File: src/hw/rtl/serial_frame_parser_defines.svh
// ---------------------------------------------------------------------------
// Serial frame parser assertion macros
// Shared concurrent assertion forms, clocked and disabled in reset.
// ---------------------------------------------------------------------------
`ifndef SERIAL_FRAME_PARSER_DEFINES_SVH
`define SERIAL_FRAME_PARSER_DEFINES_SVH

// same-cycle implication
`define SFP_ASSERT_NOW(label, clk, rst_n, ante, cons, msg) \
    label: assert property (@(posedge clk) disable iff (!rst_n) (ante) |-> (cons)) \
        else $error(msg);

// next-cycle implication
`define SFP_ASSERT_NEXT(label, clk, rst_n, ante, cons, msg) \
    label: assert property (@(posedge clk) disable iff (!rst_n) (ante) |=> (cons)) \
        else $error(msg);

`endif

File: src/hw/rtl/sfp_pkg.sv
// ---------------------------------------------------------------------------
// Serial frame parser package
// Types, register map and fixed codes shared by the parser modules.
// ---------------------------------------------------------------------------
package sfp_pkg;

    localparam int ADDR_W = 5;

    localparam logic [2:0] REG_NEGOTIATION_TOPIC = 3'd0;
    localparam logic [2:0] REG_TIME_TOPIC        = 3'd1;
    localparam logic [2:0] REG_PARAM_TOPIC       = 3'd2;
    localparam logic [2:0] REG_RECEIVER_COUNT    = 3'd3;
    localparam logic [2:0] REG_PAYLOAD_LIMIT     = 3'd4;
    localparam logic [2:0] REG_TIMEOUT_MS        = 3'd5;

    localparam logic [15:0] RST_NEGOTIATION_TOPIC = 16'd0;
    localparam logic [15:0] RST_TIME_TOPIC        = 16'd10;
    localparam logic [15:0] RST_PARAM_TOPIC       = 16'd6;
    localparam logic [5:0]  RST_RECEIVER_COUNT    = 6'd0;
    localparam logic [9:0]  RST_PAYLOAD_LIMIT     = 10'd512;
    localparam logic [15:0] RST_TIMEOUT_MS        = 16'd20;

    localparam logic [7:0]  SYNC_BYTE  = 8'hFF;
    localparam logic [7:0]  CHECK_GOOD = 8'hFF;
    localparam logic [15:0] SUB_BASE   = 16'd100;
    localparam logic [15:0] ERR_MAX    = 16'hFFFF;

    localparam logic MODE_POLL = 1'b0;
    localparam logic MODE_BYTE = 1'b1;

    localparam logic KIND_PAYLOAD = 1'b0;
    localparam logic KIND_REPORT  = 1'b1;

    localparam logic [2:0] ROUTE_NEGOTIATION = 3'd0;
    localparam logic [2:0] ROUTE_TIME        = 3'd1;
    localparam logic [2:0] ROUTE_PARAM       = 3'd2;
    localparam logic [2:0] ROUTE_SUBSCRIBER  = 3'd3;
    localparam logic [2:0] ROUTE_UNKNOWN     = 3'd4;

    typedef enum logic [7:0] {
        PH_SYNC1    = 8'b0000_0001,
        PH_SYNC2    = 8'b0000_0010,
        PH_TOPIC_LO = 8'b0000_0100,
        PH_TOPIC_HI = 8'b0000_1000,
        PH_LEN_LO   = 8'b0001_0000,
        PH_LEN_HI   = 8'b0010_0000,
        PH_DATA     = 8'b0100_0000,
        PH_CHECK    = 8'b1000_0000
    } phase_t;

    typedef struct packed {
        logic [15:0] negotiation_topic;
        logic [15:0] time_topic;
        logic [15:0] param_topic;
        logic [5:0]  receiver_count;
        logic [9:0]  payload_limit;
        logic [15:0] timeout_ms;
    } cfg_t;

    typedef struct packed {
        logic        kind;
        logic [7:0]  payload_byte;
        logic [8:0]  byte_index;
        logic [15:0] frame_topic;
        logic [9:0]  frame_length;
        logic        checksum_ok;
        logic [2:0]  route;
        logic [4:0]  subscriber_slot;
        logic [15:0] errors_seen;
        logic        link_connected;
    } result_t;

endpackage

File: src/hw/rtl/sfp_byte_if.sv
// ---------------------------------------------------------------------------
// Serial frame parser input channel
// Valid/ready channel carrying one poll or received byte per request.
// ---------------------------------------------------------------------------
interface sfp_byte_if;
    logic        valid;
    logic        ready;
    logic        mode;
    logic [7:0]  data_byte;
    logic [31:0] now_ms;

    modport source (output valid, output mode, output data_byte, output now_ms,
                    input ready);
    modport sink   (input valid, input mode, input data_byte, input now_ms,
                    output ready);
endinterface

File: src/hw/rtl/sfp_result_if.sv
// ---------------------------------------------------------------------------
// Serial frame parser result channel
// Valid/ready channel carrying payload bytes and end-of-frame reports.
// ---------------------------------------------------------------------------
interface sfp_result_if;
    logic        valid;
    logic        ready;
    logic        kind;
    logic [7:0]  payload_byte;
    logic [8:0]  byte_index;
    logic [15:0] frame_topic;
    logic [9:0]  frame_length;
    logic        checksum_ok;
    logic [2:0]  route;
    logic [4:0]  subscriber_slot;
    logic [15:0] errors_seen;
    logic        link_connected;

    modport source (output valid, output kind, output payload_byte, output byte_index,
                    output frame_topic, output frame_length, output checksum_ok,
                    output route, output subscriber_slot, output errors_seen,
                    output link_connected, input ready);
    modport sink   (input valid, input kind, input payload_byte, input byte_index,
                    input frame_topic, input frame_length, input checksum_ok,
                    input route, input subscriber_slot, input errors_seen,
                    input link_connected, output ready);
endinterface

File: src/hw/rtl/serial_frame_parser.sv
// A request is held in the input register, parsed, and its result loaded into the result
// register on the result port. Throughput: one request per cycle while the result register
// is free; the parse step is one pass between the input register and the result register.
// Requests with no result (sync, header, polls) also wait for a free result register.
// Reset (rst_n low, asynchronous) returns the parser to sync search, clears
// the error count and link flag, and loads the register defaults.
// ---------------------------------------------------------------------------
// Serial frame parser
// Deframes a serial byte stream, forwards payload and reports each frame.
// ---------------------------------------------------------------------------
module serial_frame_parser
    import sfp_pkg::*;
#(
    parameter int MAX_PAYLOAD     = 512,
    parameter int MAX_SUBSCRIBERS = 32
)
(
    input  logic              clk,
    input  logic              rst_n,
    sfp_byte_if.sink          stream,
    sfp_result_if.source      report,
    input  logic              psel,
    input  logic              penable,
    input  logic              pwrite,
    input  logic [ADDR_W-1:0] paddr,
    input  logic [31:0]       pwdata,
    output logic [31:0]       prdata,
    output logic              pready
);

    cfg_t    cfg;
    logic    out_free;
    logic    advance;
    logic    res_vld;
    result_t res;

    sfp_cfg_regs u_cfg_regs (
        .clk     (clk),
        .rst_n   (rst_n),
        .psel    (psel),
        .penable (penable),
        .pwrite  (pwrite),
        .paddr   (paddr),
        .pwdata  (pwdata),
        .prdata  (prdata),
        .pready  (pready),
        .cfg     (cfg)
    );

    sfp_parse_core #(
        .MAX_PAYLOAD     (MAX_PAYLOAD),
        .MAX_SUBSCRIBERS (MAX_SUBSCRIBERS)
    ) u_parse_core (
        .clk      (clk),
        .rst_n    (rst_n),
        .stream   (stream),
        .cfg      (cfg),
        .out_free (out_free),
        .advance  (advance),
        .res_vld  (res_vld),
        .res      (res)
    );

    sfp_out_stage u_out_stage (
        .clk      (clk),
        .rst_n    (rst_n),
        .load     (advance),
        .res_vld  (res_vld),
        .res      (res),
        .out_free (out_free),
        .report   (report)
    );

endmodule

File: src/hw/rtl/sfp_cfg_regs.sv
// ---------------------------------------------------------------------------
// Serial frame parser configuration registers
// APB-style register file for topics, subscriber count, limit and timeout.
// ---------------------------------------------------------------------------
module sfp_cfg_regs
    import sfp_pkg::*;
(
    input  logic              clk,
    input  logic              rst_n,
    input  logic              psel,
    input  logic              penable,
    input  logic              pwrite,
    input  logic [ADDR_W-1:0] paddr,
    input  logic [31:0]       pwdata,
    output logic [31:0]       prdata,
    output logic              pready,
    output cfg_t              cfg
);

    cfg_t       cfg_reg;
    logic       wr_en;
    logic [2:0] reg_idx;

    assign pready  = 1'b1;
    assign wr_en   = psel && penable && pwrite;
    assign reg_idx = paddr[ADDR_W-1:2];
    assign cfg     = cfg_reg;

    always_ff @(posedge clk or negedge rst_n)
    begin
        if (!rst_n)
        begin
            cfg_reg.negotiation_topic <= RST_NEGOTIATION_TOPIC;
            cfg_reg.time_topic        <= RST_TIME_TOPIC;
            cfg_reg.param_topic       <= RST_PARAM_TOPIC;
            cfg_reg.receiver_count    <= RST_RECEIVER_COUNT;
            cfg_reg.payload_limit     <= RST_PAYLOAD_LIMIT;
            cfg_reg.timeout_ms        <= RST_TIMEOUT_MS;
        end
        else if (wr_en)
        begin
            case (reg_idx)
                REG_NEGOTIATION_TOPIC: cfg_reg.negotiation_topic <= pwdata[15:0];
                REG_TIME_TOPIC:        cfg_reg.time_topic        <= pwdata[15:0];
                REG_PARAM_TOPIC:       cfg_reg.param_topic       <= pwdata[15:0];
                REG_RECEIVER_COUNT:    cfg_reg.receiver_count    <= pwdata[5:0];
                REG_PAYLOAD_LIMIT:     cfg_reg.payload_limit     <= pwdata[9:0];
                REG_TIMEOUT_MS:        cfg_reg.timeout_ms        <= pwdata[15:0];
                default: ;
            endcase
        end
    end

    always_comb
    begin
        case (reg_idx)
            REG_NEGOTIATION_TOPIC: prdata = {16'd0, cfg_reg.negotiation_topic};
            REG_TIME_TOPIC:        prdata = {16'd0, cfg_reg.time_topic};
            REG_PARAM_TOPIC:       prdata = {16'd0, cfg_reg.param_topic};
            REG_RECEIVER_COUNT:    prdata = {26'd0, cfg_reg.receiver_count};
            REG_PAYLOAD_LIMIT:     prdata = {22'd0, cfg_reg.payload_limit};
            REG_TIMEOUT_MS:        prdata = {16'd0, cfg_reg.timeout_ms};
            default:               prdata = 32'd0;
        endcase
    end

endmodule

File: src/hw/rtl/sfp_parse_core.sv
// ---------------------------------------------------------------------------
// Serial frame parser core
// Input register, frame state and single-pass parse step per request.
// ---------------------------------------------------------------------------
`include "serial_frame_parser_defines.svh"

module sfp_parse_core
    import sfp_pkg::*;
#(
    parameter int MAX_PAYLOAD     = 512,
    parameter int MAX_SUBSCRIBERS = 32
)
(
    input  logic       clk,
    input  logic       rst_n,
    sfp_byte_if.sink   stream,
    input  cfg_t       cfg,
    input  logic       out_free,
    output logic       advance,
    output logic       res_vld,
    output result_t    res
);

    localparam logic [16:0] MAX_LEN = 17'(MAX_PAYLOAD);
    localparam logic [8:0]  MAX_SUB = 9'(MAX_SUBSCRIBERS);

    logic        in_vld_reg;
    logic        in_mode_reg;
    logic [7:0]  in_byte_reg;
    logic [31:0] in_now_reg;

    phase_t      phase_reg,     phase_next;
    logic [15:0] topic_reg,     topic_next;
    logic [15:0] bytes_left_reg, bytes_left_next;
    logic [9:0]  frame_len_reg, frame_len_next;
    logic [8:0]  pos_reg,       pos_next;
    logic [7:0]  sum_reg,       sum_next;
    logic [15:0] err_reg,       err_next;
    logic [31:0] start_reg,     start_next;
    logic [31:0] latched_reg,   latched_next;
    logic        conn_reg,      conn_next;

    logic        restart;
    logic        bump;
    logic [7:0]  sum_add;
    logic        stale;
    logic [15:0] len_c;
    logic [15:0] left_dec;
    logic [8:0]  slots;
    logic [15:0] sub_off;
    logic [2:0]  route_c;
    logic        ok_c;

    assign advance      = in_vld_reg && out_free;
    assign stream.ready = !in_vld_reg || advance;

    always_ff @(posedge clk or negedge rst_n)
    begin
        if (!rst_n)
            in_vld_reg <= 1'b0;
        else if (stream.ready)
            in_vld_reg <= stream.valid;
    end

    always_ff @(posedge clk)
    begin
        if (stream.valid && stream.ready)
        begin
            in_mode_reg <= stream.mode;
            in_byte_reg <= stream.data_byte;
            in_now_reg  <= stream.now_ms;
        end
    end

    always_ff @(posedge clk or negedge rst_n)
    begin
        if (!rst_n)
        begin
            phase_reg      <= PH_SYNC1;
            topic_reg      <= 16'd0;
            bytes_left_reg <= 16'd0;
            frame_len_reg  <= 10'd0;
            pos_reg        <= 9'd0;
            sum_reg        <= 8'd0;
            err_reg        <= 16'd0;
            start_reg      <= 32'd0;
            latched_reg    <= 32'd0;
            conn_reg       <= 1'b0;
        end
        else
        begin
            phase_reg      <= phase_next;
            topic_reg      <= topic_next;
            bytes_left_reg <= bytes_left_next;
            frame_len_reg  <= frame_len_next;
            pos_reg        <= pos_next;
            sum_reg        <= sum_next;
            err_reg        <= err_next;
            start_reg      <= start_next;
            latched_reg    <= latched_next;
            conn_reg       <= conn_next;
        end
    end

    assign sum_add  = sum_reg + in_byte_reg;
    assign stale    = ({1'b0, in_now_reg} > ({1'b0, start_reg} + {17'd0, cfg.timeout_ms}));
    assign len_c    = {in_byte_reg, bytes_left_reg[7:0]};
    assign left_dec = bytes_left_reg - 16'd1;
    assign slots    = ({3'd0, cfg.receiver_count} > MAX_SUB) ? MAX_SUB
                                                             : {3'd0, cfg.receiver_count};
    assign sub_off  = topic_reg - SUB_BASE;
    assign ok_c     = (sum_add == CHECK_GOOD);

    always_comb
    begin
        if (topic_reg == cfg.negotiation_topic)
            route_c = ROUTE_NEGOTIATION;
        else if (topic_reg == cfg.time_topic)
            route_c = ROUTE_TIME;
        else if (topic_reg == cfg.param_topic)
            route_c = ROUTE_PARAM;
        else if ((topic_reg >= SUB_BASE) && (sub_off < {7'd0, slots}))
            route_c = ROUTE_SUBSCRIBER;
        else
            route_c = ROUTE_UNKNOWN;
    end

    always_comb
    begin
        phase_next      = phase_reg;
        topic_next      = topic_reg;
        bytes_left_next = bytes_left_reg;
        frame_len_next  = frame_len_reg;
        pos_next        = pos_reg;
        sum_next        = sum_reg;
        start_next      = start_reg;
        latched_next    = latched_reg;
        conn_next       = conn_reg;
        restart         = 1'b0;
        bump            = 1'b0;
        res_vld         = 1'b0;
        res             = '0;

        if (advance)
        begin
            if (in_mode_reg == MODE_POLL)
            begin
                latched_next = in_now_reg;
                if ((start_reg != 32'd0) && stale)
                    restart = 1'b1;
            end
            else
            begin
                sum_next = sum_add;
                case (phase_reg)
                    PH_SYNC1:
                    begin
                        if (in_byte_reg == SYNC_BYTE)
                        begin
                            phase_next = PH_SYNC2;
                            start_next = latched_reg;
                        end
                        else
                            restart = 1'b1;
                    end
                    PH_SYNC2:
                    begin
                        if (in_byte_reg == SYNC_BYTE)
                            phase_next = PH_TOPIC_LO;
                        else
                            restart = 1'b1;
                    end
                    PH_TOPIC_LO:
                    begin
                        topic_next = {8'd0, in_byte_reg};
                        sum_next   = in_byte_reg;
                        phase_next = PH_TOPIC_HI;
                    end
                    PH_TOPIC_HI:
                    begin
                        topic_next = {in_byte_reg, topic_reg[7:0]};
                        phase_next = PH_LEN_LO;
                    end
                    PH_LEN_LO:
                    begin
                        bytes_left_next = {8'd0, in_byte_reg};
                        phase_next      = PH_LEN_HI;
                    end
                    PH_LEN_HI:
                    begin
                        bytes_left_next = len_c;
                        if (len_c == 16'd0)
                        begin
                            frame_len_next = 10'd0;
                            phase_next     = PH_CHECK;
                        end
                        else if ((len_c <= {6'd0, cfg.payload_limit})
                                 && ({1'b0, len_c} <= MAX_LEN))
                        begin
                            frame_len_next = len_c[9:0];
                            pos_next       = 9'd0;
                            phase_next     = PH_DATA;
                        end
                        else
                        begin
                            restart = 1'b1;
                            bump    = 1'b1;
                        end
                    end
                    PH_DATA:
                    begin
                        res_vld          = 1'b1;
                        res.kind         = KIND_PAYLOAD;
                        res.payload_byte = in_byte_reg;
                        res.byte_index   = pos_reg;
                        pos_next         = pos_reg + 9'd1;
                        bytes_left_next  = left_dec;
                        if (left_dec == 16'd0)
                            phase_next = PH_CHECK;
                    end
                    PH_CHECK:
                    begin
                        res_vld          = 1'b1;
                        res.kind         = KIND_REPORT;
                        res.frame_topic  = topic_reg;
                        res.frame_length = frame_len_reg;
                        res.checksum_ok  = ok_c;
                        res.route        = route_c;
                        if (route_c == ROUTE_SUBSCRIBER)
                            res.subscriber_slot = sub_off[4:0];
                        if (ok_c && (route_c == ROUTE_NEGOTIATION))
                            conn_next = 1'b1;
                        if (ok_c && (route_c == ROUTE_UNKNOWN))
                            bump = 1'b1;
                        restart = 1'b1;
                    end
                    default:
                        restart = 1'b1;
                endcase
            end
        end

        if (restart)
        begin
            phase_next      = PH_SYNC1;
            topic_next      = 16'd0;
            bytes_left_next = 16'd0;
            frame_len_next  = 10'd0;
            pos_next        = 9'd0;
            sum_next        = 8'd0;
            start_next      = 32'd0;
        end

        err_next = (bump && (err_reg != ERR_MAX)) ? err_reg + 16'd1 : err_reg;

        if (res_vld && (res.kind == KIND_REPORT))
        begin
            res.errors_seen    = err_next;
            res.link_connected = conn_next;
        end
    end

    `SFP_ASSERT_NOW(a_report_from_check, clk, rst_n,
        res_vld && (res.kind == KIND_REPORT), phase_reg == PH_CHECK,
        "report issued outside checksum phase")
    `SFP_ASSERT_NOW(a_data_has_bytes, clk, rst_n,
        phase_reg == PH_DATA, bytes_left_reg != 16'd0,
        "payload phase with no bytes left")
    `SFP_ASSERT_NEXT(a_errors_monotonic, clk, rst_n,
        1'b1, err_reg >= $past(err_reg),
        "error count decreased")
    `SFP_ASSERT_NEXT(a_link_sticky, clk, rst_n,
        conn_reg, conn_reg,
        "link flag dropped")

endmodule

File: src/hw/rtl/sfp_out_stage.sv
// ---------------------------------------------------------------------------
// Serial frame parser result register
// Holds one result until the sink takes it; frees when taken or empty.
// ---------------------------------------------------------------------------
module sfp_out_stage
    import sfp_pkg::*;
(
    input  logic        clk,
    input  logic        rst_n,
    input  logic        load,
    input  logic        res_vld,
    input  result_t     res,
    output logic        out_free,
    sfp_result_if.source report
);

    logic    vld_reg;
    result_t res_reg;

    assign out_free = !vld_reg || report.ready;

    always_ff @(posedge clk or negedge rst_n)
    begin
        if (!rst_n)
            vld_reg <= 1'b0;
        else if (load)
            vld_reg <= res_vld;
        else if (report.ready)
            vld_reg <= 1'b0;
    end

    always_ff @(posedge clk)
    begin
        if (load && res_vld)
            res_reg <= res;
    end

    assign report.valid           = vld_reg;
    assign report.kind            = res_reg.kind;
    assign report.payload_byte    = res_reg.payload_byte;
    assign report.byte_index      = res_reg.byte_index;
    assign report.frame_topic     = res_reg.frame_topic;
    assign report.frame_length    = res_reg.frame_length;
    assign report.checksum_ok     = res_reg.checksum_ok;
    assign report.route           = res_reg.route;
    assign report.subscriber_slot = res_reg.subscriber_slot;
    assign report.errors_seen     = res_reg.errors_seen;
    assign report.link_connected  = res_reg.link_connected;

endmodule

File: src/flat_wrapper.sv
// flat-port wrapper written by rule: the top's interface ports become plain ports
module serial_frame_parser_flat import sfp_pkg::*;
#(
    parameter int MAX_PAYLOAD     = 512,
    parameter int MAX_SUBSCRIBERS = 32
)
  (clk, rst_n, psel, penable, pwrite, paddr, pwdata, prdata, pready, stream_valid, stream_mode, stream_data_byte, stream_now_ms, stream_ready, report_valid, report_kind, report_payload_byte, report_byte_index, report_frame_topic, report_frame_length, report_checksum_ok, report_route, report_subscriber_slot, report_errors_seen, report_link_connected, report_ready);
  sfp_byte_if stream_i ();
  sfp_result_if report_i ();
  input  logic clk;
  input  logic rst_n;
  input  logic psel;
  input  logic penable;
  input  logic pwrite;
  input  logic [ADDR_W-1:0] paddr;
  input  logic [31:0] pwdata;
  output logic [31:0] prdata;
  output logic pready;
  input wire logic [$bits(stream_i.valid)-1:0] stream_valid;
  input wire logic [$bits(stream_i.mode)-1:0] stream_mode;
  input wire logic [$bits(stream_i.data_byte)-1:0] stream_data_byte;
  input wire logic [$bits(stream_i.now_ms)-1:0] stream_now_ms;
  output wire logic [$bits(stream_i.ready)-1:0] stream_ready;
  output wire logic [$bits(report_i.valid)-1:0] report_valid;
  output wire logic [$bits(report_i.kind)-1:0] report_kind;
  output wire logic [$bits(report_i.payload_byte)-1:0] report_payload_byte;
  output wire logic [$bits(report_i.byte_index)-1:0] report_byte_index;
  output wire logic [$bits(report_i.frame_topic)-1:0] report_frame_topic;
  output wire logic [$bits(report_i.frame_length)-1:0] report_frame_length;
  output wire logic [$bits(report_i.checksum_ok)-1:0] report_checksum_ok;
  output wire logic [$bits(report_i.route)-1:0] report_route;
  output wire logic [$bits(report_i.subscriber_slot)-1:0] report_subscriber_slot;
  output wire logic [$bits(report_i.errors_seen)-1:0] report_errors_seen;
  output wire logic [$bits(report_i.link_connected)-1:0] report_link_connected;
  input wire logic [$bits(report_i.ready)-1:0] report_ready;
  assign stream_i.valid = stream_valid;
  assign stream_i.mode = stream_mode;
  assign stream_i.data_byte = stream_data_byte;
  assign stream_i.now_ms = stream_now_ms;
  assign stream_ready = stream_i.ready;
  assign report_valid = report_i.valid;
  assign report_kind = report_i.kind;
  assign report_payload_byte = report_i.payload_byte;
  assign report_byte_index = report_i.byte_index;
  assign report_frame_topic = report_i.frame_topic;
  assign report_frame_length = report_i.frame_length;
  assign report_checksum_ok = report_i.checksum_ok;
  assign report_route = report_i.route;
  assign report_subscriber_slot = report_i.subscriber_slot;
  assign report_errors_seen = report_i.errors_seen;
  assign report_link_connected = report_i.link_connected;
  assign report_i.ready = report_ready;
  serial_frame_parser #(.MAX_PAYLOAD(MAX_PAYLOAD), .MAX_SUBSCRIBERS(MAX_SUBSCRIBERS)) u_core (.clk(clk), .rst_n(rst_n), .stream(stream_i), .report(report_i), .psel(psel), .penable(penable), .pwrite(pwrite), .paddr(paddr), .pwdata(pwdata), .prdata(prdata), .pready(pready));
endmodule
File: config.mk
export PLATFORM = sky130hd
export DESIGN_NAME = serial_frame_parser_flat
export DESIGN_NICKNAME = d
export VERILOG_FILES = /design/src/hw/rtl/sfp_pkg.sv /design/src/hw/rtl/sfp_byte_if.sv /design/src/hw/rtl/sfp_result_if.sv /design/src/hw/rtl/serial_frame_parser.sv /design/src/hw/rtl/sfp_cfg_regs.sv /design/src/hw/rtl/sfp_parse_core.sv /design/src/hw/rtl/sfp_out_stage.sv /design/src/flat_wrapper.sv
export VERILOG_INCLUDE_DIRS = /design/src /design/src/hw/rtl
export SDC_FILE = /design/constraint.sdc
export NUM_CORES = 1
export LEC_CHECK = 0
export BUFFER_PORTS_ARGS = -buffer_cell sky130_fd_sc_hd__buf_2
export CAP_MARGIN = 20
export CORE_AREA = 2 2 194 196
export DETAILED_ROUTE_END_ITERATION = 12
export DIE_AREA = 0 0 196 198
export GPL_ROUTABILITY_DRIVEN = 0
export PLACE_DENSITY_LB_ADDON = 0.08
export SLEW_MARGIN = 25
export SYNTH_ARGS = -nofsm -noshare
export SYNTH_HDL_FRONTEND = slang
export SYNTH_SLANG_ARGS = --single-unit
File: constraint.sdc
create_clock -name clk -period 11.4 [get_ports clk]
set_input_delay 2.85 -clock clk [delete_from_list [all_inputs] [get_ports clk]]
set_output_delay 2.85 -clock clk [all_outputs]
set_load 0.005 [all_outputs]
; ---- After elaboration in Yosys (flattened, before gate mapping)
; Index checks and enable logic that the tools add are counted.
[word_totals]
regBits = 341
input_bits = 85
out_inout_bits = 105
word_cells = 202
[op_classes]
addsub = 6
order_cmp = 6
n_eq_ne = 29
n_mux = 71
n_bitwise = 1
n_reduce_logical = 56
[op_table]
columns = operator, n
row1 = $mux W32, 5
row2 = $mux W16, 7
row3 = $mux W53, 2
row4 = $mux W8, 12
row5 = $pmux W16 S6, 1
row6 = $mux W10, 6
row7 = $pmux W8 S7, 1
row8 = $eq A16 B16 Y1, 3
row9 = $pmux W16 S3, 1
row10 = $mux W9, 5
row11 = $mux W35, 1
row12 = $add A32 B16 Y33, 1
row13 = $gt A32 B33 Y1, 1
row14 = $logic_not A16 Y1, 2
row15 = $pmux W16 S2, 1
row16 = $reduce_bool A32 Y1, 1
row17 = $eq A8 B8 Y1 const B, 3
row18 = $reduce_and A4 Y1, 5
row19 = $mux W1, 19
row20 = $pmux W9 S2, 1
row21 = $mux W17, 1
row22 = $add A16 B1 Y16 const B, 1
row23 = $ge A16 B7 Y1 const B, 1
row24 = $le A16 B10 Y1, 1
row25 = 41 further kinds, 87

; ---- Logic depth before layout (Yosys ltp)
; Gate-level depths: netlist (run 1).
[logic_depth]
ltp_word = 16
ltp_mapped = 21
depth_no_buf = 19

; ---- Cells and area by module
; A second synthesis (run 1) with hierarchy kept.
[unflattened]
hier_cells = 1624
area_unflattened_um2 = 18272.5
[modules_own_cells]
columns = module, n_inst, cells_per_inst, area_each_um2
row1 = sfp_parse_core, 1, 1262, 12075.3
row2 = sfp_cfg_regs, 1, 288, 4040.1
row3 = sfp_out_stage, 1, 74, 2157.1

; ---- Worst setup path after synthesis (run 1)
; OpenSTA, ideal clock, no wires.
[synth_timing]
kind = input-to-output
from = input paddr[3]
to = output prdata[8]
arrival_ns = 4.122
required_ns = 8.550
path_slack_ns = 4.428
path_stages = 5
path_buffers = 2
path_cell_list = clkbuf_1 buf_1 nor2b_1 a22oi_1 o22ai_1
[synth_between]
elab_chain_len = 2
[synth_rtl]
columns = element, line_no
row1 = start: declaration, flat_wrapper.sv:15  ; input logic [ADDR_W-1:0] paddr;
row2 = "$eq A3 B3 Y1, or another cell as far along", sfp_cfg_regs.sv:56  ; case (reg_idx)
row3 = $pmux W16 S6 *, sfp_cfg_regs.sv:56
row4 = end: declaration, flat_wrapper.sv:17  ; output logic [31:0] prdata;
; Mark *: on every way between the ends. The rest lies on a longest branch, timed or not.

; ---- Worst setup path in the final report (run 1)
[layout_timing]
from = input paddr[2]
to = output prdata[8]
; The elaborated chain is that of the path after synthesis.

==> metrics.md, run 1 <==
| Metric | Value |
|---|---|
| Final Max Slew Viols | 0 |
| Fillers | between 3k and 4k |
| Critical Path AT | 4.61 ns |
| Synth Warn # | 0 |
| Critical Path RT | around 8.6 ns |
| Number of I/O pins | 190 |
| Diode count | 0 |
| CTS Root Cell | clkbuf_16 |
| Post-DP HPWL | 32120 um |
| Period utilization | 0.6546 |
| Register area share after synthesis | 0.5007 |
| Worst Hold End | u_core.u_parse_core.conn_reg$_DFF_PN0_ |
| Reg-to-reg slack, setup | approximately 4.2 ns |
| WP buf/inv | 2 |
| Gates resized, CTS repair | 0 |
| Main synth FF type | dfrtp_1 |
| Die area | 38810 um2 |
| Worst Skew | about 0.026 ns |
| Critical Path End Type | primary output |
| Initial DRC count | 804 |
| Worst path max stage delay | 0.62 ns |
| CP Cell Sequence | buf_2 > nor2b_1 > a22oi_1 > o22ai_1 > buf_2 |
| Initial core utilization | 0.4918 |
| Synthesized area per cell | between 10 and 15 um2 |
| Post-layout min period | roughly 7.5 ns |
| Reg2Reg Depth | 18 |
| Source of the worst hold timing path | u_core.u_parse_core.conn_reg$_DFF_PN0_ |
| Final core utilization | 0.5565 |
| Largest family of logic cells by synthesized area | simple AND/OR/NAND/NOR gates |
| I/O Buffers | between 150 and 200 |
| RSZ-0062 raised after global routing | no |
| DRT Pass-1 Iters | 5 |
| CP Launch Type | input port |
| Core Area | 36960 um2 |
| Area share of fa/ha/maj cells after synthesis | 0.05384 |
| Max_cap viols | 0 |
| Pwr/cell area | 177.7 nW/um2 |
| GR Overflow Total | 0 |
| Post-CTS Setup Inserts | 0 |
| FP Rows | between 70 and 80 |
| Netlist cell types | 83 |
| Die width | ~200 um |
| Slew Limit Headroom | 0.2826 |
| Crit path max fanout | 37 |
| Post-Synth Simple-Gate Area | 0.1487 |
| Worst-path clk slew | 0.06 ns |
| Final nets | about 1.9k |
| R2R Path End | u_core.u_parse_core.topic_reg[1]$_DFFE_PN0P_ |
| Clock Sinks | between 300 and 400 |
| Xor and xnor fraction of the mapped netlist area | 0.04771 |
| Hold WC Path Type | flop to flop |
| GRT Overall Usage | 0.2428 |
| Vias | 13.46k |
| Slew @ Worst Pin | between 1 and 1.5 ns |
| Number of buffers created by CTS | 39 |
| Worst-Skew Late Latency | around 0.56 ns |
| Number of synthesized register bits | around 340 |
| CTS tree | built |
| Final Hold Viols | 0 |
| Post-Syn Area | between 15000 and 20000 um2 |
| Post-synthesis mux area share | 0.08819 |
| Max FFs per register | 80 |
| Post-synthesis instance total | between 1.5k and 2k |
| Hold Buf Count CTS | 0 |
| Hold path cells | 1 |
| H-tree Lvls | 2 |
| EDFF count, synth | 111 |
| Family with the most delay on the worst path | buffers and inverters |
| Post-synth ARST share | 0.6745 |
| Pin count of the biggest net entering global routing | roughly 110 |
| R2R Path Start | u_core.u_parse_core.start_reg[0]$_DFFE_PN0P_ |
| Routed WL per cell | about 21 um |
| Die Ht | between 150 and 200 um |
| Area Growth Syn to Fin | 13.16% |
| Total wire length | between 40000 and 50000 um |
| Global-route wire length before repair | between 70000 and 80000 um |
| Vias per inst | ~6.0 |
| Outcome | finished, final reports clean |
| Static Leak | around 9 nW |
| Final ANT Viol Nets | 0 |
| Setup_tns | 0 ns |
| Share of cells above drive strength 1 | 0.2124 |
| Most frequent CP cell | buf_2 |
| Slowest stage cell, crit path | nor2b_1 |
| Max VDD drop | between 100 and 150 uV |
| Fmax | roughly 0.13 GHz |
| Final setup vio count | 0 |
| Number of global-route vias before repair | between 10k and 15k |
| DRC Markers | 0 |
| Initial antenna violation count | 0 |
| CP Class | input port to primary output |
| Post-synthesis compound-gate area fraction | 0.1274 |
| Max clock buf depth | 3 |
## layer usage
layer / vias to the layer above / track usage / wire, um / share of wire
met1: 6704 / 0.3436 / 21670 / 0.46
met4: 0 / 0.08418 / 1230 / 0.026
met3: 81 / 0.03560 / 2500 / 0.053
met5: - / 0 / 0 / 0
met2: 383 / 0.3839 / 21450 / 0.46
li1: 6288 / - / - / -
## through the flow
| stage | instances | total power, mW | hold slack [ns] | setup WS (ns) | instance area (um2) |
|---|---|---|---|---|---|
| 2_1_floorplan | 1646 | 2.167 | 0.4168 | 4.428 | 18230 |
| 3_5_place_dp | 2186 | 2.417 | 0.4375 | 3.935 | 19280 |
| 6_report | 2258 | 3.654 | 0.4485 | 3.937 | 20560 |
| 3_3_place_gp | 2186 | 2.397 | 0.4316 | 3.988 | 19270 |
| 4_1_cts | 2258 | 3.673 | 0.4511 | 3.929 | 20550 |
| 5_1_grt | 2258 | 3.851 | 0.4658 | 3.771 | 20560 |
## layout make-up
class	count	area, um2	share of cell area
sequential	341	9099	0.4424
clock buffer	65	1196	0.05817
inverter	38	142.6	0.006936
tap	474	593.1	0.02884
multi-input combinational	1167	8587	0.4176
timing repair buffer	166	870.8	0.04235
clock inverter	7	76.32	0.003711
## Yosys cell counts, types with 20 or more instances
| library cell | count | area [um2] |
|---|---|---|
| dfrtp_1 | 222 | 5555 |
| mux2_2 | 119 | 1340 |
| edfxtp_1 | 111 | 3333 |
| nand2_1 | 107 | 401.6 |
| nor2_1 | 82 | 307.8 |
| ha_1 | 75 | 938.4 |
| a21oi_1 | 73 | 365.4 |
| clkbuf_1 | 65 | 244.0 |
| o21ai_0 | 64 | 320.3 |
| xor2_1 | 60 | 525.5 |
| a22o_1 | 56 | 490.5 |
| and2_1 | 47 | 294.0 |
| nand3_1 | 40 | 200.2 |
| xnor2_1 | 39 | 341.6 |
| inv_1 | 38 | 142.6 |
| nor3_1 | 37 | 185.2 |
| nor4_1 | 29 | 181.4 |
| nand4_1 | 27 | 168.9 |
| mux2i_1 | 24 | 240.2 |
| or3_1 | 22 | 137.6 |
| and3_1 | 21 | 131.4 |
| buf_4 | 20 | 150.1 |
## placed cells by master, fill, tap and decap left out, drive strengths merged, types with 6 or more instances in the layout
cell,n
a211oi,9
a21o,16
a21oi,73
a22o,56
a22oi,9
a31oi,10
a32o,12
and2,47
and3,21
buf,166
clkbuf,65
conb,17
dfrtp,222
dfstp,8
edfxtp,111
ha,75
inv,39
mux2,119
mux2i,24
nand2,108
nand2b,14
nand3,40
nand3b,7
nand4,27
nor2,82
nor2b,15
nor3,40
nor4,32
nor4b,17
o211ai,12
o21a,7
o21ai,66
o21bai,6
o22ai,10
o31ai,7
o41ai,9
or3,22
or4,10
xnor2,39
xor2,60
## how the worst max path moves through the flow
stage,cells after the start,slack (ns),start,to
finish,5,3.94,paddr[2],prdata[8]
global route,18,3.77,u_core.u_parse_core.start_reg[0]$_DFFE_PN0P_,u_core.u_parse_core.topic_reg[1]$_DFFE_PN0P_
detailed placement,5,3.94,paddr[2],prdata[0]
floorplan,5,4.43,paddr[3],prdata[8]
global placement,5,3.99,paddr[2],prdata[0]
CTS,5,3.93,paddr[2],prdata[0]
## report_power, final
part | switching (mW) | internal (mW)
combinational | 0.475 | 0.369
sequential | 0.168 | 1.40
clock | 0.506 | 0.739
total | 1.15 | 2.50
## cell families after synthesis
| group | Yosys count |
|---|---|
| compound gates | 331 |
| xor+xnor | 99 |
| fa+ha+maj | 77 |
| buf+inv | 138 |
| flops | 341 |
| mux | 144 |
| other cells | 2 |
| simple gates | 499 |
No activity file was read; power rests on OpenSTA's default activity.
==> inputs of run 2 (changes only) <==
- clock period: 11.4 -> 7.3 ns (I/O delays scaled with it)
==> run 2 against run 1 <==
Compared with the run above:
- clock power increased by 57%
- via count decreased by 0.79%
- first-iteration DRC count increased by 14%
- cell area about the same
- non-clock buffer count decreased by 1
- highest routed layer unchanged
- wire length is 0.17% higher
- setup slack got worse by 3.2 ns
- critical path depth increased by 14
- power increased by 57%
- core utilization about the same
==> metrics.md, run 2 (synthesis results as in run 1) <==
| Metric | Value |
|---|---|
| Max_cap viols | 0 |
| Routed WL per cell | 20.78 um |
| CTS tree | built |
| Core Area | ~37000 um2 |
| Hold WC Path Type | flop to flop |
| FP Rows | just over 70 |
| CP Class | flop to flop |
| Period utilization | 0.9048 |
| Final setup vio count | 0 |
| CP Cell Sequence | ha_1 > fa_1 > a211oi_1 > o211ai_1 > a2111oi_1 > nor2_1 > and2_1 > nand3_1 > xor2_1 > ha_1 > nand4_1 > nor3_1 > nand3_1 > o211a_1 > a221oi_2 > nor2b_1 > o31ai_4 > buf_4 > a22o_1 |
| Most frequent cells in the layout | dfrtp_1, buf_2, mux2_2 |
| Final Hold Viols | 0 |
| Die Ht | roughly 200 um |
| Critical Path AT | just over 7 ns |
| Pre-CTS WS | 0.9575 ns |
| Critical Path RT | between 7 and 8 ns |
| DRC Markers | 0 |
| Area Growth Syn to Fin | 13.20% |
| Vias | about 13k |
| Post-CTS Setup Inserts | 0 |
| Post-layout min period | approximately 6.6 ns |
| Worst-Skew Late Latency | roughly 0.56 ns |
| Fin worst setup slack | 0.6950 ns |
| DRT Pass-1 Iters | 5 |
| Final nets | approximately 1.9k |
| Register area | ~9100 um2 |
| H-tree Lvls | 2 |
| GRT Overall Usage | 0.2418 |
| GR peak layer | met2 |
| Vias per inst | between 5 and 6 |
| Design Power | about 5.7 mW |
| Max clock buf depth | 3 |
| Slew Limit Headroom | 0.2939 |
| Die area | 38810 um2 |
| Pwr/cell area | 278.7 nW/um2 |
| Die width | around 200 um |
| Gates resized, CTS repair | 0 |
| Pin count of the biggest net entering global routing | 160 |
| Max FFs per register | 80 |
| Worst Skew | between 0.015 and 0.02 ns |
| Grt met2 use | 0.3862 |
| Min Hold Slack | roughly 0.45 ns |
| Final ANT Viol Nets | 0 |
| CP Launch Type | flop |
| Outcome | finished, final reports clean |
| Initial antenna violation count | 1 |
| Fillers | ~3.3k |
| Number of global-route vias before repair | ~13k |
| CTS Root Cell | clkbuf_16 |
| Static Leak | 9.205 nW |
| Initial core utilization | 0.4918 |
| Commonest non-fill, non-tap cell in the layout | dfrtp_1 |
| Post-DP HPWL | approximately 32000 um |
| RSZ-0062 raised after global routing | no |
| Final Max Slew Viols | 0 |
| Met3 usage | 0.03407 |
| Share of cells above drive strength 1 | 0.2137 |
| Critical Path End Type | flop |
| Global-route wire length before repair | about 73000 um |
| Hold Buf Count CTS | 0 |
| Setup_tns | 0 ns |
| Initial DRC count | 916 |
| Slowest stage cell, crit path | nor2b_1 |
| Max VDD drop | between 200 and 250 uV |
| Worst path max stage delay | 0.70 ns |
| Worst-path clk slew | approximately 0.060 ns |
| Multi-input logic area | 8582 um2 |
| Number of I/O pins | 190 |
| Clock Sinks | between 300 and 400 |
| Total wire length | around 47000 um |
| Number of buffers created by CTS | 40 |
| Slew @ Worst Pin | around 1.0 ns |
| GR Overflow Total | 0 |
| Fmax | roughly 0.15 GHz |
| Crit path max fanout | 32 |
| I/O Buffers | about 150 |
| M1 GR Usage | 0.3382 |
[run 2: changes by cell type in the layout (fill, tap and decap cells not counted), moves of 2 or more]
cell      change
buf_4         -2
clkinv_2      +4
clkbuf_1      -5
clkinv_1      +3
clkbuf_8      -4
[run 2: final timing paths]
kind | slack, ns | startpoint | depth (start not counted) | endpoint
max | 0.69 | u_core.u_parse_core.start_reg[0]$_DFFE_PN0P_ | 19 | u_core.u_parse_core.start_reg[11]$_DFFE_PN0P_
min | 0.45 | u_core.u_parse_core.conn_reg$_DFF_PN0_ | 1 | u_core.u_parse_core.conn_reg$_DFF_PN0_
max reg2reg | 0.69 | u_core.u_parse_core.start_reg[0]$_DFFE_PN0P_ | 19 | u_core.u_parse_core.start_reg[11]$_DFFE_PN0P_
min reg2reg | 0.45 | u_core.u_parse_core.conn_reg$_DFF_PN0_ | 1 | u_core.u_parse_core.conn_reg$_DFF_PN0_
max in group asynchronous | 4.79 | rst_n | 2 | u_core.u_parse_core.start_reg[11]$_DFFE_PN0P_
min in group asynchronous | 1.22 | rst_n | 1 | u_core.u_parse_core.err_reg[14]$_DFF_PN0_
[run 2: final cells by class]
| type | instances | area share |
|---|---|---|
| Antenna cell | 1 | 0.0001216 |
| Clock buffer | 57 | 0.05577 |
| Clock inverter | 15 | 0.006386 |
| Inverter | 38 | 0.006933 |
| Multi-Input combinational cell | 1167 | 0.4171 |
| Sequential cell | 341 | 0.4423 |
| Tap cell | 474 | 0.02883 |
| Timing Repair Buffer | 165 | 0.04257 |
[run 2: report_power, final]
| part | switching, mW | internal (mW) |
|---|---|---|
| registers | 0.268 | 2.18 |
| logic | 0.746 | 0.580 |
| clock network | 0.796 | 1.16 |
[run 2: critical path: cells and delay by family (launching register included)]
family / cells / cell delay (ns)
adder cells (fa/ha/maj): 3 / 0.96
AO/OA/AOI/OAI: 7 / 2.48
AND/OR/NAND/NOR: 7 / 2.23
buffers and inverters: 1 / 0.30
XOR/XNOR: 1 / 0.08
flip-flops: 1 / 0.40
[run 2: per-stage QoR]
step                      cells    util  cell area, um2
after CTS                  2257  0.5563           20560
after global placement     2185  0.5217           19280
after global routing       2257  0.5566           20570
final                      2258  0.5567           20570
after detailed placement   2185  0.5217           19280
after floorplan            1646       -           18230
[run 2: routing by layer]
metal	routed length (um)	up-vias
met4	1346	0
met1	21620	6587
met5	0	-
met3	2506	85
met2	21460	393
li1	-	6285
==> inputs of run 3 (changes only) <==
- ABC_AREA: not set -> 1
- CORE_AREA: 2 2 194 196 -> 2 2 196 198
- DIE_AREA: 0 0 196 198 -> 0 0 198 200
==> run 3 against run 2 <==
Compared with the run above:
- fmax is 20% higher
- synthesized cell count is 38% higher
- flip-flop and latch count stayed put
- sequential share of layout area is 0.68 points lower
- power is 22% higher
- non-clock buffer count is 3 higher
- sequential power is 8.2% higher
==> metrics.md, run 3 <==
| Metric | Value |
|---|---|
| Outcome | finished, final reports clean |
| Source of the worst hold timing path | u_core.u_parse_core.conn_reg$_DFF_PN0_ |
| Cell taking the most area after synthesis | dfrtp_1 |
| Vias | around 15k |
| Inst Count DP | 2854 |
| Setup_tns | 0 ns |
| Netlist cell types | 52 |
| Crit path max fanout | 10 |
| Vias per inst | roughly 5.2 |
| Hold path cells | 2 |
| CP Cell Sequence | buf_2 > inv_1 > nand2_1 > clkinv_1 > a221oi_1 > o221ai_1 > buf_2 |
| Reg2Reg Depth | 25 |
| GRT Overall Usage | 0.2466 |
| R2R Path Start | u_core.u_cfg_regs.cfg[2]$_DFFE_PN1P_ |
| Fin worst setup slack | approximately 1.8 ns |
| Fmax | ~0.18 GHz |
| Synth Warn # | 0 |
| H-tree Lvls | 2 |
| Static Leak | 10.01 nW |
| Gates resized, CTS repair | 0 |
| Max_cap viols | 0 |
| Critical Path AT | 3.67 ns |
| Final Hold Viols | 0 |
| Number of synthesized register bits | about 340 |
| CTS tree | built |
| RSZ-0062 raised after global routing | no |
| Die Ht | roughly 200 um |
| Final setup vio count | 0 |
| Post-layout min period | roughly 5.5 ns |
| Share of the synthesized area in the top cell type | 0.3010 |
| Initial core utilization | 0.4935 |
| Core Area | around 37000 um2 |
| Post-synthesis instance total | between 2k and 2.5k |
| Design Power | 7.022 mW |
| Worst-path clk slew | around 0.060 ns |
| Slew Limit Headroom | 0.2798 |
| DRC Markers | 0 |
| Final ANT Viol Nets | 0 |
| Pin count of the biggest net entering global routing | between 100 and 150 |
| Post-synth ARST share | 0.6745 |
| CP Class | input port to primary output |
| Final nets | 2547 |
| Hold Buf Count CTS | 0 |
| Reg-to-reg slack, setup | 1.88 ns |
| Initial DRC count | between 1k and 1.5k |
| Period utilization | 0.7533 |
| Pwr/cell area | about 340 nW/um2 |
| Post-CTS Setup Inserts | 0 |
| Register area share after synthesis | 0.4930 |
| Worst-Skew Late Latency | 0.57 ns |
| Post-DP HPWL | about 33000 um |
| Clock Sinks | 341 |
| Commonest non-fill, non-tap cell in the layout | nand2_1 |
| Max FFs per register | 80 |
| I/O Buffers | 154 |
| Max VDD drop | approximately 280 uV |
| Family with the most delay on the worst path | buffers and inverters |
| Worst Hold End | u_core.u_parse_core.conn_reg$_DFF_PN0_ |
| R2R Path End | u_core.u_parse_core.start_reg[9]$_DFFE_PN0P_ |
| CTS Root Cell | clkbuf_16 |
| Total wire length | roughly 47000 um |
| Critical Path End Type | primary output |
| Worst Skew | 0.02433 ns |
| Worst path max stage delay | 0.47 ns |
| CP Launch Type | input port |
| Multi-input logic area | around 8000 um2 |
| Share of cells above drive strength 1 | 0.1101 |
| Final core utilization | 0.5586 |
| Main synth FF type | dfrtp_1 |
| Die width | 198 um |
| Max clock buf depth | 3 |
| DRT Pass-1 Iters | 5 |
| Register area | ~9000 um2 |
| EDFF count, synth | 111 |
| Non-Filler Instances | between 2k and 3k |
| Number of I/O pins | 190 |
| Synth area leaders | dfrtp_1, edfxtp_1, nand2_1, inv_1, ha_1 |
| Pre-CTS WS | ~1.8 ns |
| Global-route wire length before repair | 76720 um |
| Synthesized area per cell | between 8 and 9 um2 |
| Initial antenna violation count | 0 |
| Most frequent cell after synthesis | nand2_1 |
| Routed WL per cell | roughly 16 um |
| Number of global-route vias before repair | roughly 15k |
| GR Overflow Total | 0 |
| Number of buffers created by CTS | 40 |
| Commonest cells post-synth | nand2_1, inv_1, nor2_1 |
| Diode count | 0 |
| Most frequent cells in the layout | nand2_1, inv_1, nor2_1 |
| Hold WC Path Type | flop to flop |
| FP Rows | 71 |
| Area Growth Syn to Fin | 13.20% |
| Critical Path RT | between 5 and 6 ns |
| Die area | ~40000 um2 |
| Final Max Slew Viols | 0 |
| Slowest stage cell, crit path | clkinv_1 |
| Slew @ Worst Pin | 1.072 ns |
| Fillers | 3514 |
| WP buf/inv | 4 |
| Most frequent CP cell | buf_2 |
| Post-Syn Area | approximately 18000 um2 |
==> run 3: cell count changes in the layout (fill, tap and decap cells not counted), moves of 14 or more <==
cell      change
nand3_1     +124
o21ai_0      +91
nor4b_1      -17
mux2i_1      -24
nand2_1     +484
mux2_2      -119
nor2b_1      -15
or3_1        -22
and2_1       -46
nor2_1      +164
a22o_1       -55
inv_1       +229
nand2b_1     -14
and3_1       -19
==> run 3: cells by family after synthesis <==
family	after synthesis	synth area share
buf+inv	363	0.07911
compound gates	281	0.08494
simple gates	1107	0.2511
xor+xnor	81	0.03844
other cells	2	0.0004069
fa+ha+maj	77	0.05301
flops	341	0.4930
==> run 3: per-layer routing <==
metal	global-route usage	vias to the layer above	share of wire
met3	0.03327	84	0.055
met2	0.4091	404	0.47
met1	0.3329	7248	0.45
met5	0	-	0
li1	-	7578	-
met4	0.09106	0	0.029
==> run 3: power breakdown <==
part / switching, mW / internal, mW / total, mW
logic: 1.51 / 0.927 / 2.44
registers: 0.364 / 2.29 / 2.65
clock network: 0.807 / 1.12 / 1.93
total: 2.68 / 4.34 / 7.02
==> run 3: worst max-delay path by stage <==
| stage | from | end | slack [ns] | depth (start not counted) |
|---|---|---|---|---|
| 6_report | paddr[4] | prdata[8] | 1.80 | 7 |
| 5_1_grt | u_core.u_cfg_regs.cfg[2]$_DFFE_PN1P_ | u_core.u_parse_core.topic_reg[0]$_DFFE_PN0P_ | 1.32 | 24 |
| 4_1_cts | paddr[4] | prdata[8] | 1.79 | 7 |
| 3_5_place_dp | paddr[4] | prdata[8] | 1.82 | 7 |
| 3_3_place_gp | paddr[4] | prdata[8] | 1.80 | 7 |
| 2_1_floorplan | report_ready | u_core.u_out_stage.report.byte_index[0]$_SDFFCE_PN0P_ | 2.14 | 9 |
==> run 3: metrics by stage <==
| step | hold slack (ns) | area, um2 |
|---|---|---|
| after CTS | 0.4596 | 20890 |
| after global placement | 0.4335 | 19630 |
| final | 0.4593 | 20890 |
| after floorplan | 0.4215 | 18510 |
| after detailed placement | 0.4445 | 19630 |
| after global routing | 0.4750 | 20890 |
==> run 3: final cells by class <==
class | instances | share of cell area
Multi-Input combinational cell | 1563 | 0.3818
Clock buffer | 55 | 0.05402
Inverter | 271 | 0.04869
Clock inverter | 19 | 0.006408
Tap cell | 511 | 0.03060
Timing Repair Buffer | 168 | 0.04300
Sequential cell | 341 | 0.4355
==> run 3: worst min-delay path: stages, from the launching register on <==
cell and delay (ns):
dfrtp_1 0.32, inv_1 0.05, nand2_1 0.05
